### config.mk
export PLATFORM = sky130hd
export DESIGN_NAME = decimal_text_to_integer_exponent
export DESIGN_NICKNAME = d
export VERILOG_FILES = /design/src/design/dtie_pkg.sv /design/src/design/decimal_text_to_integer_exponent.sv
export SDC_FILE = /design/constraint.sdc
export NUM_CORES = 1
export LEC_CHECK = 0
export BUFFER_PORTS_ARGS = -buffer_cell sky130_fd_sc_hd__buf_2
export CORE_ASPECT_RATIO = 0.9
export CORE_MARGIN = 2
export CORE_UTILIZATION = 55
export CTS_BUF_LIST = sky130_fd_sc_hd__clkbuf_2 sky130_fd_sc_hd__clkbuf_4 sky130_fd_sc_hd__clkbuf_8
export CTS_CLUSTER_SIZE = 28
export DETAILED_ROUTE_END_ITERATION = 6
export GPL_TIMING_DRIVEN = 0
export PLACE_DENSITY = 0.77
export SYNTH_ARGS = -nofsm -noshare
export SYNTH_HDL_FRONTEND = slang
export SYNTH_SLANG_ARGS = --single-unit
### constraint.sdc
create_clock -name clk -period 8.34 [get_ports clk]
set_input_delay 0.834 -clock clk [delete_from_list [all_inputs] [get_ports clk]]
set_output_delay 0.834 -clock clk [all_outputs]
set_load 0.1 [all_outputs]
### src/design/dtie_pkg.sv
`timescale 1ns / 1ps
// ----------------------------------------------------------------------------
// dtie_pkg: shared types and constants
// Request and result payloads plus the character codes that the decimal
// text converter recognizes.
// ----------------------------------------------------------------------------
package dtie_pkg;

	localparam logic [7:0] CHAR_MINUS = 8'h2D;
	localparam logic [7:0] CHAR_E_LO  = 8'h65;
	localparam logic [7:0] CHAR_E_UP  = 8'h45;
	localparam logic [7:0] CHAR_ZERO  = 8'h30;
	localparam logic [7:0] CHAR_NINE  = 8'h39;

	localparam int MANT_W = 64;
	localparam int EXP_W  = 32;

	typedef struct packed {
		logic [7:0] character;
		logic       exponent_enabled;
		logic       last_character;
	} req_t;

	typedef struct packed {
		logic signed [MANT_W-1:0] mantissa;
		logic signed [EXP_W-1:0]  exponent_value;
		logic                     exp_present;
		logic                     overflow;
	} res_t;

endpackage

### src/design/decimal_text_to_integer_exponent.sv
`timescale 1ns / 1ps
// ----------------------------------------------------------------------------
// decimal_text_to_integer_exponent: ASCII number text to mantissa/exponent
// Takes one character per request and returns one result on the last one.
// ----------------------------------------------------------------------------
// Accepts one character every cycle unless intake pauses. A request goes into
// an input register; from there the multiply-by-ten add and the sign handling
// update the running state, and for a last character the result lands in a
// two-entry output queue that presents it on the result port. Intake pauses
// only while both queue entries hold results and the registered character is
// a last one. The 64-bit multiply-by-ten add of the mantissa is the longest
// path.
module decimal_text_to_integer_exponent
	import dtie_pkg::*;
(
	input  logic clk,
	input  logic arst_n,
	input  logic request_valid,
	output logic request_ready,
	input  req_t request,
	output logic result_valid,
	input  logic result_ready,
	output res_t result
);

	// input register
	logic v_s1;
	req_t req_s1;

	// running state
	logic [MANT_W-1:0] mant_acc_q;
	logic [EXP_W-1:0]  exp_acc_q;
	logic in_exp_q, mant_neg_q, exp_neg_q, prev_marker_q, first_q, mode_q, ovf_q;

	// output queue
	logic skid_valid_q;
	res_t head_q, skid_q;

	logic advance, push;
	logic first, mode, mant_neg;
	logic is_marker, is_digit, is_minus;
	logic [MANT_W-1:0] digit;
	logic [MANT_W+3:0] mant_wide;
	logic [EXP_W+3:0]  exp_wide;
	logic [MANT_W-1:0] mant_n;
	logic [EXP_W-1:0]  exp_n;
	logic in_exp_n, exp_neg_n, marker_now, ovf_n;
	res_t res_n;

	assign advance       = v_s1 && (!req_s1.last_character || !skid_valid_q);
	assign push          = advance && req_s1.last_character;
	assign request_ready = !v_s1 || advance;

	always_comb begin
		first     = first_q;
		mode      = first_q ? req_s1.exponent_enabled : mode_q;
		mant_neg  = first_q ? (req_s1.character == CHAR_MINUS) : mant_neg_q;
		is_marker = (req_s1.character == CHAR_E_LO) || (req_s1.character == CHAR_E_UP);
		is_digit  = (req_s1.character >= CHAR_ZERO) && (req_s1.character <= CHAR_NINE);
		is_minus  = (req_s1.character == CHAR_MINUS);
		digit     = {{(MANT_W-4){1'b0}}, req_s1.character[3:0]};
		mant_wide = ({4'b0, mant_acc_q} << 3) + ({4'b0, mant_acc_q} << 1) + {4'b0, digit};
		exp_wide  = ({4'b0, exp_acc_q} << 3) + ({4'b0, exp_acc_q} << 1)
			+ {4'b0, digit[EXP_W-1:0]};

		mant_n     = mant_acc_q;
		exp_n      = exp_acc_q;
		in_exp_n   = in_exp_q;
		exp_neg_n  = exp_neg_q;
		marker_now = 1'b0;
		ovf_n      = ovf_q;

		if (is_marker) begin
			if (mode) begin
				in_exp_n   = 1'b1;
				marker_now = !first;
			end
		end else if (is_digit) begin
			if (in_exp_q) begin
				exp_n = exp_wide[EXP_W-1:0];
				if (exp_wide[EXP_W+3:EXP_W] != 4'd0) ovf_n = 1'b1;
			end else begin
				mant_n = mant_wide[MANT_W-1:0];
				if (mant_wide[MANT_W+3:MANT_W] != 4'd0) ovf_n = 1'b1;
			end
		end else if (is_minus) begin
			if (prev_marker_q) exp_neg_n = 1'b1;
		end

		res_n.mantissa       = mant_neg ? -mant_n : mant_n;
		res_n.exponent_value = !mode ? '0 : (exp_neg_n ? -exp_n : exp_n);
		res_n.exp_present    = mode;
		res_n.overflow       = ovf_n;
	end

	always_ff @(posedge clk or negedge arst_n) begin
		if (!arst_n) begin
			v_s1 <= 1'b0;
		end else if (request_ready) begin
			v_s1 <= request_valid;
		end
	end

	always_ff @(posedge clk) begin
		if (request_ready && request_valid) req_s1 <= request;
	end

	always_ff @(posedge clk or negedge arst_n) begin
		if (!arst_n) begin
			mant_acc_q    <= '0;
			exp_acc_q     <= '0;
			in_exp_q      <= 1'b0;
			mant_neg_q    <= 1'b0;
			exp_neg_q     <= 1'b0;
			prev_marker_q <= 1'b0;
			first_q       <= 1'b1;
			mode_q        <= 1'b0;
			ovf_q         <= 1'b0;
		end else if (advance) begin
			if (req_s1.last_character) begin
				// back to start state for the next number
				mant_acc_q    <= '0;
				exp_acc_q     <= '0;
				in_exp_q      <= 1'b0;
				mant_neg_q    <= 1'b0;
				exp_neg_q     <= 1'b0;
				prev_marker_q <= 1'b0;
				first_q       <= 1'b1;
				mode_q        <= 1'b0;
				ovf_q         <= 1'b0;
			end else begin
				mant_acc_q    <= mant_n;
				exp_acc_q     <= exp_n;
				in_exp_q      <= in_exp_n;
				mant_neg_q    <= mant_neg;
				exp_neg_q     <= exp_neg_n;
				prev_marker_q <= marker_now;
				first_q       <= 1'b0;
				mode_q        <= mode;
				ovf_q         <= ovf_n;
			end
		end
	end

	always_ff @(posedge clk or negedge arst_n) begin
		if (!arst_n) begin
			result_valid <= 1'b0;
			skid_valid_q <= 1'b0;
		end else if (!result_valid || result_ready) begin
			if (skid_valid_q) begin
				result_valid <= 1'b1;
				skid_valid_q <= 1'b0;
			end else begin
				result_valid <= push;
			end
		end else if (push) begin
			skid_valid_q <= 1'b1;
		end
	end

	always_ff @(posedge clk) begin
		if (!result_valid || result_ready) begin
			if (skid_valid_q) head_q <= skid_q;
			else if (push) head_q <= res_n;
		end else if (push) begin
			skid_q <= res_n;
		end
	end

	assign result = head_q;

endmodule

==> results.md <==
* Status: completed
* Actual slew at the worst max-slew pin at approximately 1.2 ns
* DRT Pass-1 Iters at 7
* Overall Global Routing Usage at 0.377
* EDFF count, synth at 206
* Clock Latency Late Sink at 0.68 ns
* Area growth from synthesis to layout at 11.0%
* RSZ-0062 raised after global routing: no
* Fmax achieved at roughly 0.12 GHz
* Post-synth top area cell: edfxtp_1
* Tcrit/Tclk final at 0.968
* Die area at between 40000 and 50000 um2
* Static Leak at roughly 11 nW
* Commonest register cell after synthesis: edfxtp_1
* Met1 Resource Use GR at 0.568
* Skew final at 0.0433 ns
* CTS tree: done
* Crit path kind: reg -> reg
* Drt total wl at a little over 80 mm
* Clock sink count at between 300 and 400
* Final Max Tran Viols at 0
* Most common cell after layout, fill and taps aside: nand2_1
* Power Density at 157 nW/um2
* Worst vdd rail ir drop at 0.164 mV
* Mapped Area at 23200 um2
* CTS buffer count at 51
* Dpl hpwl at roughly 64 mm
* Post-synth top area share at 0.266
* Die X at 221 um
* Layout Cells excl Fill at 3252
* Ports at 114
* Period minus WS final at 8.07 ns
* Min-Delay Path Class: in -> async
* Most frequent cells in the layout: 315 x nand2_1, 206 x edfxtp_1, 192 x ha_1
* DP Area at 24700 um2
* Vias in the first global route at 20811
* DRT iter0 DRCs at 2741
* Cells after Synth at between 2000 and 2500
* Crit path required time at 8.75 ns
* GPL Wtd Cong at about 1.0
* Met3 Use GR at 0.0907
* Fill count at 3534
* CP max FO at 19
* Final Cell Area at approximately 26000 um2
* H-Tree Depth at 2
* Worst slew margin at 0.190
* Num rows at 71
* Crit. End Element: flop
* Die Y at between 150 and 200 um
* Worst-case clock buffer depth at 3
* Final Setup Violations at 0
* Initial core utilization at 0.557
* Largest net degree at the start of global routing at between 70 and 80
* Worst hold slack at 0.0671 ns
* WP data arrival at 8.48 ns
* Detail Route Antenna Nets at 0
* Cts hold-fix bufs at 0
* Antenna violations before repair at 2
* Global-route wire length before repair at 125 mm
* Vias/cell at 6.84
* Root Buffer: clkbuf_8
* Final-report hold violation count at 0
* Total power at 4.04 mW
* Async S/R FF share, synth at 0.340
* Flops & latches, synth at 312
* Core Box Area at 41800 um2
* Most Used Layer, Global Route: met1
* Maxcap violations at 0
* YS warnings at 0
* GRT overflow at 0
* Mapped Nets at between 2000 and 3000
* Register area share after synthesis at 0.380
* Mapped Avg Cell Area at 9.34 um2
* Placed cells at 3157
* Yosys cell types at about 100
* Largest cells by area after synthesis: edfxtp_1 27%, dfrtp_1 11%, ha_1 10%
* DR WL/cell at approximately 26 um
* Port Buffers at 113
* Share of layout cells above drive strength 1 at 0.121
* Post-layout util at 0.618
* CTS clk-pin slew, worst paths at ~0.080 ns
* Drt drc at 0
* Vias at 22229
* Met2 Usage GRT at 0.536
* Fin nets at 2873
* Startpoint Class: flop
[kinds of logic after synthesis]
kind of cell | Yosys count | share of synthesized area
AND/OR/NAND/NOR | 847 | 0.178
AO/OA/AOI/OAI | 751 | 0.221
flip-flops | 312 | 0.380
adder cells (fa/ha/maj) | 196 | 0.107
buffers and inverters | 185 | 0.0322
XOR/XNOR | 120 | 0.0452
multiplexers | 79 | 0.0362
[where the power goes]
group | total, mW | internal (mW) | leakage, nW | switching (mW)
clock | 1.51 | 0.799 | 0.570 | 0.713
combinational | 0.790 | 0.158 | 7.01 | 0.632
sequential | 1.74 | 1.71 | 3.44 | 0.0272
total | 4.04 | 2.67 | 11.0 | 1.37
[critical path, cell delays in order (launching register included)]
cell and delay, ns:
edfxtp_1 0.47, o21ai_1 0.17, nand3b_1 0.31, buf_2 0.39, buf_2 0.32, buf_2 0.44
buf_2 0.45, buf_2 0.43, buf_1 0.51, buf_2 0.61, mux2i_1 0.35, ha_1 0.22
nand2_1 0.09, nor3_1 0.58, nand3_1 0.32, nor4_2 0.52, nand4_1 0.16, buf_4 0.25
nor4_2 0.54, buf_2 0.33, a21oi_1 0.10, xor2_1 0.18
[layout make-up]
class / instances / area, um2 / area share
antenna: 1 / 2.50 / 0.0000970
buffer: 149 / 614 / 0.0238
tap: 547 / 684 / 0.0265
inverter: 35 / 131 / 0.00509
timing repair buffer: 121 / 727 / 0.0282
multi-input combinational: 1993 / 13700 / 0.530
clock inverter: 32 / 329 / 0.0128
clock buffer: 62 / 791 / 0.0306
sequential: 312 / 8840 / 0.343
[state kept, by name, indices dropped and copies added, names as in the netlist]
register / flops
digit: 4
result: 98
skid_q: 98
mant_acc_q: 64
req_s1: 6
result_valid: 1
skid_valid_q: 1
exp_neg_q: 1
mode_q: 1
first: 1
mant_neg_q: 1
prev_marker_q: 1
v_s1: 1
ovf_q: 1
exp_acc_q: 32
in_exp_q: 1
[routing by layer]
| layer | up-vias | wire length [um] |
|---|---|---|
| li1 | 9919 | - |
| met1 | 10836 | 37100 |
| met2 | 1304 | 34400 |
| met3 | 168 | 9550 |
| met4 | 2 | 1910 |
| met5 | - | 14 |
[metrics by stage]
stage               setup TNS (ns)  setup WS (ns)
floorplan                        0           2.00
global placement           -124.39          -1.17
detailed placement          -16.67          -1.14
CTS                              0          0.155
global route                     0         0.0941
finish                           0          0.271
[final timing paths]
| check | startpoint | end | slack, ns | cells past startpoint |
|---|---|---|---|---|
| worst max-delay path | digit[2]$_DFFE_PP_ | skid_q[94]$_DFFE_PP_ | 0.27 | 21 |
| worst min-delay path | arst_n | mant_acc_q[20]$_DFFE_PN0P_ | 0.07 | 1 |
| worst max register to register | digit[2]$_DFFE_PP_ | skid_q[94]$_DFFE_PP_ | 0.27 | 21 |
| worst min register to register | first$_DFFE_PN1P_ | first$_DFFE_PN1P_ | 0.50 | 2 |
| max in group asynchronous | arst_n | first$_DFFE_PN1P_ | 7.51 | 2 |
| min in group clk | request[4] | digit[2]$_DFFE_PP_ | 0.36 | 1 |
[synth_stat cells, drive strengths merged (48+ instances only)]
master / number
a21oi: 155
o31ai: 58
nand3: 61
ha: 192
clkbuf: 102
edfxtp: 206
nand4: 59
buf: 48
nand2: 315
dfrtp: 105
nor2: 166
nor3: 60
o21ai: 168
xnor2: 75
[what timing repair did]
action                                  4_1_cts  5_1_grt
pin swaps                                     0        1
setup buffers                                 0        1
resized for setup                             3        1
endpoints found under the setup margin       28       12
Power figures use the tool's default switching activity.
